**config.mk**
```make
export PLATFORM = sky130hd
export DESIGN_NAME = encoder_error_table_builder
export DESIGN_NICKNAME = d
export VERILOG_FILES = /design/src/sv/eetb_pkg.sv /design/src/sv/encoder_error_table_builder.sv /design/src/sv/eetb_cell.sv /design/src/sv/eetb_div.sv
export SDC_FILE = /design/constraint.sdc
export NUM_CORES = 2
export LEC_CHECK = 0
export BUFFER_PORTS_ARGS = -buffer_cell sky130_fd_sc_hd__buf_2
export CORE_ASPECT_RATIO = 0.8
export CORE_MARGIN = 4
export CORE_UTILIZATION = 65
export CTS_CLUSTER_SIZE = 20
export DETAILED_ROUTE_END_ITERATION = 12
export GPL_ROUTABILITY_DRIVEN = 0
export PLACE_DENSITY = 0.81
export SETUP_SLACK_MARGIN = 0.3
export SYNTH_ARGS = -nofsm -noshare
export SYNTH_HDL_FRONTEND = slang
export SYNTH_SLANG_ARGS = --single-unit
```
**constraint.sdc**
```tcl
create_clock -name clock -period 20.6 [get_ports clock]
set_input_delay 2.06 -clock clock [delete_from_list [all_inputs] [get_ports clock]]
set_output_delay 2.06 -clock clock [all_outputs]
set_load 0.005 [all_outputs]
```
**src/sv/eetb_pkg.sv**
```systemverilog
// Shared types, widths and constants of the encoder error table builder
package eetb_pkg;

   localparam int ANGLE_W     = 16;
   localparam int SLOPE_W     = 24;
   localparam int WARMUP_W    = 17;
   localparam int REF_W       = 36;
   localparam int ERR_W       = 38;
   localparam int FILT_W      = 18;
   localparam int INDEX_W     = 10;
   localparam int TABLE_DEPTH = 1024;
   localparam int FRAC_BITS   = 8;
   localparam int BIN_LSB     = 6;
   localparam int BIN_MSB     = 15;
   localparam int DIFF_W      = ANGLE_W + 1;

   localparam int FILTER_DEPTH_DEF = 32;
   localparam int RAMP_BITS_DEF    = 20;

   localparam int WRAP_LIMIT = 60000;
   localparam int WRAP_SPAN  = 65535;
   localparam logic signed [DIFF_W-1:0] WRAP_LIMIT_S = 17'sd60000;
   localparam logic signed [DIFF_W-1:0] WRAP_SPAN_S  = 17'sd65535;

   localparam logic [WARMUP_W-1:0] WARMUP_RESET = 17'd100000;
   localparam logic [ANGLE_W-1:0]  START_LO     = 16'd1;
   localparam logic [ANGLE_W-1:0]  START_HI     = 16'd4;
   localparam logic [INDEX_W-1:0]  BIN_RESET    = 10'd1;
   localparam logic [INDEX_W-1:0]  LAST_SLOT    = INDEX_W'(TABLE_DEPTH - 1);

   localparam int REQ_W       = 16;
   localparam int RSP_W       = 112;
   localparam int CSR_INDEX_W = 1;
   localparam int CSR_DATA_W  = 24;

   typedef enum logic [CSR_INDEX_W-1:0] {
      CSR_REF_SLOPE    = 1'b0,
      CSR_WARMUP_TICKS = 1'b1
   } csr_index_type;

   typedef enum logic [2:0] {
      ST_IDLE,
      ST_INSERT,
      ST_SUM,
      ST_DIV_START,
      ST_DIV_WAIT,
      ST_FINISH
   } fsm_state_type;

   // Control of one sample cell: parallel fill or one step along the ring
   typedef struct packed {
      logic load_all;
      logic step;
   } cell_ctl_type;

   // Result payload, last member in the lowest bits
   typedef struct packed {
      logic [6:0]              pad;
      logic                    table_ready;
      logic [INDEX_W-1:0]      table_index;
      logic                    table_write;
      logic signed [FILT_W-1:0] filtered_angle;
      logic signed [ERR_W-1:0] angle_error;
      logic [REF_W-1:0]        ref_angle;
      logic                    build_enabled;
   } rsp_data_type;

   // Sample minus angle, folded back across the 16-bit wrap
   function automatic logic signed [DIFF_W-1:0] wrap_diff(
      input logic [ANGLE_W-1:0] sample,
      input logic [ANGLE_W-1:0] angle
   );
      logic signed [DIFF_W-1:0] d;
      d = $signed({1'b0, sample}) - $signed({1'b0, angle});
      if (d > WRAP_LIMIT_S) begin
         d = d - WRAP_SPAN_S;
      end
      if (d < -WRAP_LIMIT_S) begin
         d = d + WRAP_SPAN_S;
      end
      return d;
   endfunction

endpackage

```
**src/sv/encoder_error_table_builder.sv**
```systemverilog
// Encoder error table builder: one result per angle sample. Once the block is enabled an
// accepted angle is shifted into the filter ring, the ring makes one full rotation through
// the shared difference accumulator, the divide by FILTER_DEPTH is started and finished,
// the output register is loaded and the block returns to idle to take the next angle.
// Before the block is enabled an angle goes straight to the output register load. A result
// held in the output register stalls the following one only at its final load. The next
// angle is taken while the previous result still waits in the output register. Once
// warm-up has passed and an angle of 1..4 arrives the block stays enabled; each change of
// bits 15:6 of the filtered angle advances the slot index, and the result carries
// table_write with the slot and the error for an external table until slot 1023 has been
// written and table_ready rises.
module encoder_error_table_builder #(
   parameter int FILTER_DEPTH = eetb_pkg::FILTER_DEPTH_DEF,
   parameter int RAMP_BITS    = eetb_pkg::RAMP_BITS_DEF
) (
   input  logic                                 clock,
   input  logic                                 reset,
   input  logic                                 req_tvalid,
   output logic                                 req_tready,
   input  logic [eetb_pkg::REQ_W-1:0]           req_tdata,  // [15:0] mag_angle
   output logic                                 rsp_tvalid,
   input  logic                                 rsp_tready,
   // [0] build_enabled, [36:1] ref_angle, [74:37] angle_error, [92:75] filtered_angle,
   // [93] table_write, [103:94] table_index, [104] table_ready, [111:105] zero
   output logic [eetb_pkg::RSP_W-1:0]           rsp_tdata,
   input  logic                                 csr_we,
   input  logic [eetb_pkg::CSR_INDEX_W-1:0]     csr_index,
   input  logic [eetb_pkg::CSR_DATA_W-1:0]      csr_wdata
);

   localparam int CNT_W  = $clog2(FILTER_DEPTH);
   localparam int ACC_W  =
      $clog2(((2 ** eetb_pkg::ANGLE_W) - 1 + eetb_pkg::WRAP_LIMIT) * FILTER_DEPTH + 1) + 1;
   localparam int PROD_W = eetb_pkg::SLOPE_W + RAMP_BITS;
   localparam int SAT_LSB = eetb_pkg::REF_W + eetb_pkg::FRAC_BITS;
   localparam int EXT_W  = (PROD_W > SAT_LSB) ? PROD_W : SAT_LSB + 1;

   eetb_pkg::fsm_state_type fsm_state_ff, fsm_state_in;
   eetb_pkg::cell_ctl_type  cell_ctl;
   eetb_pkg::rsp_data_type  rsp_data_ff, rsp_next;

   logic [eetb_pkg::SLOPE_W-1:0]   slope_ff;
   logic [eetb_pkg::WARMUP_W-1:0]  warmup_ff;
   logic [eetb_pkg::WARMUP_W-1:0]  run_ff;
   logic [eetb_pkg::WARMUP_W-1:0]  run_next;
   logic                           enabled_ff;
   logic                           en_next;
   logic [RAMP_BITS-1:0]           ramp_ff;
   logic [RAMP_BITS-1:0]           ramp_next;
   logic [eetb_pkg::ANGLE_W-1:0]   prev_angle_ff;
   logic                           unprimed_ff;
   logic [eetb_pkg::INDEX_W-1:0]   prev_bin_ff;
   logic [eetb_pkg::INDEX_W-1:0]   slot_ff;
   logic                           ready_ff;
   logic [CNT_W-1:0]               cnt_ff;
   logic                           rsp_valid_ff;

   logic [eetb_pkg::ANGLE_W-1:0]   angle_ff;
   logic [PROD_W-1:0]              prod_ff;
   logic [eetb_pkg::REF_W-1:0]     ref_ff;
   logic signed [eetb_pkg::ERR_W-1:0] err_ff;
   logic signed [ACC_W-1:0]        acc_ff;

   logic                           req_accept;
   logic                           rsp_load;
   logic                           start_seen;
   logic                           ramp_drop;
   logic signed [eetb_pkg::DIFF_W-1:0] step_diff;
   logic signed [eetb_pkg::DIFF_W-1:0] head_diff;
   logic [EXT_W-1:0]               prod_ext;
   logic [eetb_pkg::REF_W-1:0]     ref_sat;
   logic                           div_start;
   logic                           div_done;
   logic signed [eetb_pkg::FILT_W-1:0] filt;
   logic [eetb_pkg::INDEX_W-1:0]   bin;
   logic                           bin_change;
   logic [eetb_pkg::ANGLE_W-1:0]   tail_value;
   logic [eetb_pkg::ANGLE_W-1:0]   sample [FILTER_DEPTH];

   // ---------------------------------------------------------------- sample ring
   // First angle fills the ring, later ones shift in at the tail; rotate while summing
   assign tail_value = (fsm_state_ff == eetb_pkg::ST_INSERT) ? angle_ff : sample[0];

   for (genvar g = 0; g < FILTER_DEPTH; g++) begin : g_cell
      logic [eetb_pkg::ANGLE_W-1:0] neighbor;
      if (g == FILTER_DEPTH - 1) begin : g_tail
         assign neighbor = tail_value;
      end else begin : g_body
         assign neighbor = sample[g + 1];
      end
      eetb_cell u_cell (
         .clock          (clock),
         .ctl            (cell_ctl),
         .fill_value     (angle_ff),
         .neighbor_value (neighbor),
         .sample         (sample[g])
      );
   end

   eetb_div #(
      .DIVISOR    (FILTER_DEPTH),
      .DIVIDEND_W (ACC_W),
      .QUOT_W     (eetb_pkg::FILT_W)
   ) u_div (
      .clock    (clock),
      .reset    (reset),
      .start    (div_start),
      .dividend (acc_ff),
      .done     (div_done),
      .quotient (filt)
   );

   // ---------------------------------------------------------------- control
   assign req_accept = req_tvalid && req_tready;

   always_comb begin
      fsm_state_in = fsm_state_ff;
      cell_ctl     = '0;
      div_start    = 1'b0;
      req_tready   = 1'b0;
      rsp_load     = 1'b0;
      case (fsm_state_ff)
         eetb_pkg::ST_IDLE: begin
            req_tready = 1'b1;
            if (req_tvalid) begin
               fsm_state_in = en_next ? eetb_pkg::ST_INSERT : eetb_pkg::ST_FINISH;
            end
         end
         eetb_pkg::ST_INSERT: begin
            cell_ctl.load_all = unprimed_ff;
            cell_ctl.step     = !unprimed_ff;
            fsm_state_in      = eetb_pkg::ST_SUM;
         end
         eetb_pkg::ST_SUM: begin
            cell_ctl.step = 1'b1;
            if (cnt_ff == CNT_W'(FILTER_DEPTH - 1)) begin
               fsm_state_in = eetb_pkg::ST_DIV_START;
            end
         end
         eetb_pkg::ST_DIV_START: begin
            div_start    = 1'b1;
            fsm_state_in = eetb_pkg::ST_DIV_WAIT;
         end
         eetb_pkg::ST_DIV_WAIT: begin
            if (div_done) begin
               fsm_state_in = eetb_pkg::ST_FINISH;
            end
         end
         eetb_pkg::ST_FINISH: begin
            // Hold until the output register is free
            if (!rsp_valid_ff || rsp_tready) begin
               rsp_load     = 1'b1;
               fsm_state_in = eetb_pkg::ST_IDLE;
            end
         end
         default: begin
            fsm_state_in = eetb_pkg::ST_IDLE;
         end
      endcase
   end

   always_ff @(posedge clock) begin
      if (reset) begin
         fsm_state_ff <= eetb_pkg::ST_IDLE;
      end else begin
         fsm_state_ff <= fsm_state_in;
      end
   end

   // ---------------------------------------------------------------- datapath logic
   always_comb begin
      start_seen = (req_tdata[eetb_pkg::ANGLE_W-1:0] >= eetb_pkg::START_LO) &&
                   (req_tdata[eetb_pkg::ANGLE_W-1:0] <= eetb_pkg::START_HI);
      run_next   = (run_ff == '1) ? run_ff : run_ff + 1'b1;
      en_next    = enabled_ff || ((run_next > warmup_ff) && start_seen);

      step_diff  = $signed({1'b0, angle_ff}) - $signed({1'b0, prev_angle_ff});
      ramp_drop  = step_diff < -eetb_pkg::WRAP_LIMIT_S;
      if (ramp_drop) begin
         ramp_next = '0;
      end else if (ramp_ff == '1) begin
         ramp_next = ramp_ff;
      end else begin
         ramp_next = ramp_ff + 1'b1;
      end

      head_diff = eetb_pkg::wrap_diff(sample[0], angle_ff);

      prod_ext = EXT_W'(prod_ff);
      ref_sat  = (|prod_ext[EXT_W-1:SAT_LSB]) ? '1 :
                 prod_ext[SAT_LSB-1:eetb_pkg::FRAC_BITS];

      bin        = filt[eetb_pkg::BIN_MSB:eetb_pkg::BIN_LSB];
      bin_change = bin != prev_bin_ff;

      rsp_next               = '0;
      rsp_next.build_enabled = enabled_ff;
      rsp_next.table_ready   = ready_ff;
      if (enabled_ff) begin
         rsp_next.ref_angle      = ref_ff;
         rsp_next.angle_error    = err_ff;
         rsp_next.filtered_angle = filt;
         if (bin_change) begin
            rsp_next.table_index = slot_ff;
            rsp_next.table_write = !ready_ff;
            if (!ready_ff && (slot_ff == eetb_pkg::LAST_SLOT)) begin
               rsp_next.table_ready = 1'b1;
            end
         end
      end
   end

   // ---------------------------------------------------------------- control registers
   always_ff @(posedge clock) begin
      if (reset) begin
         slope_ff      <= '0;
         warmup_ff     <= eetb_pkg::WARMUP_RESET;
         run_ff        <= '0;
         enabled_ff    <= 1'b0;
         ramp_ff       <= '0;
         prev_angle_ff <= '0;
         unprimed_ff   <= 1'b1;
         prev_bin_ff   <= eetb_pkg::BIN_RESET;
         slot_ff       <= '0;
         ready_ff      <= 1'b0;
         cnt_ff        <= '0;
         rsp_valid_ff  <= 1'b0;
      end else begin
         if (csr_we) begin
            case (csr_index)
               eetb_pkg::CSR_REF_SLOPE:    slope_ff  <= csr_wdata;
               eetb_pkg::CSR_WARMUP_TICKS: warmup_ff <= csr_wdata[eetb_pkg::WARMUP_W-1:0];
               default: begin
               end
            endcase
         end

         if (req_accept) begin
            run_ff     <= run_next;
            enabled_ff <= en_next;
         end

         if (fsm_state_ff == eetb_pkg::ST_INSERT) begin
            unprimed_ff   <= 1'b0;
            ramp_ff       <= ramp_next;
            prev_angle_ff <= angle_ff;
            cnt_ff        <= '0;
         end else if (fsm_state_ff == eetb_pkg::ST_SUM) begin
            cnt_ff <= cnt_ff + 1'b1;
         end

         // Advance the slot on every bin change; stop storing once ready
         if (rsp_load && enabled_ff) begin
            prev_bin_ff <= bin;
            if (bin_change) begin
               slot_ff <= slot_ff + 1'b1;
               if (!ready_ff && (slot_ff == eetb_pkg::LAST_SLOT)) begin
                  ready_ff <= 1'b1;
               end
            end
         end

         if (rsp_load) begin
            rsp_valid_ff <= 1'b1;
         end else if (rsp_tready) begin
            rsp_valid_ff <= 1'b0;
         end
      end
   end

   // ---------------------------------------------------------------- payload registers
   always_ff @(posedge clock) begin
      if (req_accept) begin
         angle_ff <= req_tdata[eetb_pkg::ANGLE_W-1:0];
      end
      if (fsm_state_ff == eetb_pkg::ST_INSERT) begin
         // Product uses the ramp count from before this tick's update
         prod_ff <= PROD_W'(slope_ff) * PROD_W'(ramp_ff);
         acc_ff  <= ACC_W'(angle_ff * FILTER_DEPTH);
      end
      if (fsm_state_ff == eetb_pkg::ST_SUM) begin
         acc_ff <= acc_ff + ACC_W'(head_diff);
         if (cnt_ff == CNT_W'(0)) begin
            ref_ff <= ref_sat;
         end
         if (cnt_ff == CNT_W'(1)) begin
            err_ff <= eetb_pkg::ERR_W'(ref_ff) -
                      (eetb_pkg::ERR_W'(angle_ff) << eetb_pkg::FRAC_BITS);
         end
      end
      if (rsp_load) begin
         rsp_data_ff <= rsp_next;
      end
   end

   assign rsp_tvalid = rsp_valid_ff;
   assign rsp_tdata  = rsp_data_ff;

endmodule

```
**src/sv/eetb_cell.sv**
```systemverilog
// One sample cell of the circular-mean filter ring
module eetb_cell (
   input  logic                              clock,
   input  eetb_pkg::cell_ctl_type            ctl,
   input  logic [eetb_pkg::ANGLE_W-1:0]      fill_value,
   input  logic [eetb_pkg::ANGLE_W-1:0]      neighbor_value,
   output logic [eetb_pkg::ANGLE_W-1:0]      sample
);

   logic [eetb_pkg::ANGLE_W-1:0] sample_ff;
   logic [eetb_pkg::ANGLE_W-1:0] sample_in;

   always_comb begin
      sample_in = sample_ff;
      if (ctl.load_all) begin
         sample_in = fill_value;
      end else if (ctl.step) begin
         sample_in = neighbor_value;
      end
   end

   always_ff @(posedge clock) begin
      sample_ff <= sample_in;
   end

   assign sample = sample_ff;

endmodule

```
**src/sv/eetb_div.sv**
```systemverilog
// Signed division by a constant, truncating toward zero, quotient registered in the cycle after start
module eetb_div #(
   parameter int DIVISOR    = eetb_pkg::FILTER_DEPTH_DEF,
   parameter int DIVIDEND_W = 23,
   parameter int QUOT_W     = eetb_pkg::FILT_W
) (
   input  logic                         clock,
   input  logic                         reset,
   input  logic                         start,
   input  logic signed [DIVIDEND_W-1:0] dividend,
   output logic                         done,
   output logic signed [QUOT_W-1:0]     quotient
);

   localparam int MAG_W = DIVIDEND_W - 1;
   localparam int SHIFT = $clog2(DIVISOR);

   logic                     neg_ff;
   logic                     done_ff;
   logic [MAG_W-1:0]         dq_ff;
   logic [MAG_W-1:0]         dq_in;
   logic [MAG_W-1:0]         mag;
   logic signed [QUOT_W-1:0] q_mag;

   assign mag = MAG_W'(dividend[DIVIDEND_W-1] ? -dividend : dividend);

   if ((DIVISOR & (DIVISOR - 1)) == 0) begin : g_shift
      assign dq_in = mag >> SHIFT;
   end else begin : g_recip
      localparam int RECIP_SHIFT = MAG_W + SHIFT;
      localparam int PROD_W      = 2 * MAG_W + 1;
      localparam longint unsigned RECIP =
         ((64'd1 << RECIP_SHIFT) + 64'(DIVISOR) - 64'd1) / 64'(DIVISOR);

      logic [PROD_W-1:0] prod;

      // Multiply by the reciprocal rounded up; exact for every magnitude below 2**MAG_W
      assign prod  = PROD_W'(mag) * PROD_W'(RECIP);
      assign dq_in = MAG_W'(prod[PROD_W-1:RECIP_SHIFT]);
   end

   always_ff @(posedge clock) begin
      if (reset) begin
         done_ff <= 1'b0;
      end else begin
         done_ff <= start;
      end
   end

   always_ff @(posedge clock) begin
      if (start) begin
         neg_ff <= dividend[DIVIDEND_W-1];
         dq_ff  <= dq_in;
      end
   end

   assign q_mag    = QUOT_W'(dq_ff);
   assign quotient = neg_ff ? -q_mag : q_mag;
   assign done     = done_ff;

endmodule

```
==> summary.txt <==
Flop pwr share: 43.1%
Final Hold Vio Count: 0
syn avg cell area: 10.4 um^2
DRC Markers: 0
Leakage Power: 0.0261 uW
Post-Syn Instances: 5287
Post-layout nets: 5979
top_reg_cell synth: edfxtp_1
TNS Setup: 0 ns
CP Capture Type: flip-flop
post-cts sizing count: 0
core area: 0.0839 mm^2
fillcell total: 5792
fmax: 121 MHz
Critical path buffers and inverters: 6
most common cell after layout, fill and taps aside: nand2_1
grt ovf: 0
number of setup buffers added after CTS: 0
Pint: 4930 uW
most frequent cells in the layout: nand2_1, edfxtp_1, inv_1
clock-pin slew on the worst setup and hold paths: 0.06 ns
R2R Setup Slk: 12.31 ns
Max Root-Sink Buffers: 3
share of flip-flops with an asynchronous set or reset: 0%
Vias: 37100
initial antenna violation count: 3
Max rail drop VDD: 0.108 mV
hold_buf cts: 0
GRT Util Overall: 27.5%
headroom to the max-slew limit: 18.6%
clk root buf: clkbuf_16
CTS tree: built
DIE WIDTH: 333 um
share of layout cells above drive strength 1: 6.96%
worst hold path class: flip-flop to flip-flop
synthesis-stage register bit count: 909
H-tree depth: 3
initial core utilization: 65.4%
crit share post-route: 40.2%
Ports: 160
global-route wire length before repair: 195000 um
First DRT Iteration DRCs: 4182
Worst Path Required: 21.00 ns
combinational power share: 35.9%
endpoints failing setup: 0
slowest CP cell: dfxtp_1
post-DR vias/cell: 5.74
total iterations of the first detailed-routing run: 6
CP most frequent cell: fa_1
clock sink total: 909
DP Wirelength: 85200 um
Synth cell types: 84
number of synthesized flops with an enable pin: 782
worst path arrival time: 8.69 ns
Least-Margin Pin Slew: 1.22 ns
Switch Pwr: 2830 uW
Detail Route Antenna Nets: 0
CP max stage delay: 1.13 ns
post-synthesis cell area: 0.0549 mm^2
Num CTS Buffers: 87
switch share: 36.5%
Die Ht: 268 um
Pins Over Slew Limit: 0
routed wire length: 123000 um
power per cell area: 131 mW/mm^2
pin count of the biggest net entering global routing: 198
number of port buffers: 152
number of global-route vias before repair: 35600
Core Rows: 95
sequential-to-total area share from yosys stat: 47.4%
status: complete, no violations
startpoint types: flip-flop
Max-Cap Viols: 0
clock network power share: 20.9%
Layout area overhead: 7.83%
RSZ-0062 raised after global routing: no
fin crit period: 8.29 ns
Tot Pwr: 7770 uW
Setup CP Type: flip-flop to flip-flop
clk_skew: 0.0318 ns
Skew-Pair Late Insertion Delay: 0.67 ns
die area: 0.0892 mm^2
CP top delay family: adder cells
worst-path fanout max: 29
routed length per instance: 19.0 um
synth warn: 0
## cells by family after synthesis
logic type / after synthesis / synth area share (%)
AND/OR/NAND/NOR: 2313 / 18.5
flip-flops: 909 / 47.4
buffers and inverters: 786 / 5.46
adder cells (fa/ha/maj): 644 / 20.1
AO/OA/AOI/OAI: 424 / 5.16
XOR/XNOR: 181 / 2.89
multiplexers: 29 / 0.536
other: 1 / 0.00683
## cells in the mapped netlist, types with 4 or more instances
cell / n / area [um^2]
inv_1: 499 / 1870
o31a_1: 5 / 43.8
or3_1: 25 / 156
and3_1: 25 / 156
dfxtp_1: 127 / 2540
xnor2_1: 104 / 911
nor2b_1: 30 / 188
or4_1: 7 / 52.6
ha_1: 250 / 3130
nor4_1: 16 / 100
clkbuf_1: 269 / 1010
fa_1: 394 / 7890
o21a_1: 16 / 120
nand2b_1: 21 / 131
mux2i_1: 26 / 260
o22ai_1: 4 / 25.0
buf_1: 5 / 18.8
a41oi_1: 7 / 61.3
a2111oi_0: 7 / 61.3
nand3_1: 58 / 290
o21bai_1: 9 / 67.6
nor2_1: 136 / 510
a21oi_1: 140 / 701
a21o_1: 39 / 293
nor3b_1: 8 / 60.1
o21ai_0: 74 / 370
xor2_1: 77 / 674
o31ai_1: 11 / 82.6
a31o_2: 5 / 43.8
nand3b_1: 26 / 195
or2_2: 10 / 62.6
o211ai_1: 8 / 60.1
nand2_1: 1577 / 5920
and2_1: 272 / 1700
buf_4: 8 / 60.1
a31oi_1: 11 / 68.8
nor3_1: 58 / 290
o2111ai_1: 5 / 43.8
nand4_1: 26 / 163
a211oi_1: 29 / 218
a21boi_0: 12 / 90.1
edfxtp_1: 782 / 23500
## per-layer routing
| layer | wire [um] | up-vias | GRT usage (%) |
|---|---|---|---|
| met1 | 53000 | 18000 | 41.1 |
| li1 | - | 17200 | - |
| met4 | 2890 | 0 | 6.68 |
| met5 | 0 | - | 0 |
| met2 | 52400 | 1732 | 40.0 |
| met3 | 14600 | 209 | 8.32 |
## stage by stage
step	setup WS [ns]	util [%]	cell area, um^2	std cells	hold slack, ns
2_1_floorplan	7.49	-	54900	5293	0.400
3_5_place_dp	12.44	67.1	56300	6315	0.405
5_1_grt	11.99	70.5	59200	6474	0.421
4_1_cts	12.44	70.5	59200	6474	0.414
6_report	12.31	70.5	59200	6476	0.416
3_3_place_gp	12.59	67.1	56300	6315	0.401
## final timing paths
kind                             startpoint          end  cells past startpoint
worst max-delay path            ramp_ff[11]  prod_ff[40]                     26
worst min-delay path            prod_ff[28]   ref_ff[20]                      0
worst max register to register  ramp_ff[11]  prod_ff[40]                     26
worst min register to register  prod_ff[28]   ref_ff[20]                      0
## state kept, by name, summed over array words and instances (netlist names), 20 cells and up
register              cells
acc_ff                   23
err_ff                   37
g_cell.u_cell.sample    512
prod_ff                  36
ramp_ff                  20
ref_ff                   36
rsp_tdata               104
slope_ff                 24
## power by group through the flow
stage | clock network (uW) | registers [uW] | logic, uW
finish | 1630 | 3350 | 2790
global route | 1730 | 3410 | 3120
CTS | 1650 | 3350 | 2760
detailed placement | 0 | 3370 | 2730
floorplan | 0 | 3590 | 2120
global placement | 0 | 3350 | 2640
## layout make-up
type	instances	area, um^2	area share (%)
clock inverter	53	553	0.934
sequential	909	26000	44.0
antenna	2	5.00	0.00845
timing repair buffer	193	1080	1.83
inverter	500	1880	3.17
clock buffer	106	2330	3.94
multi-input combinational	3598	25900	43.8
tap	1115	1400	2.36
Power figures use the tool's default switching activity.
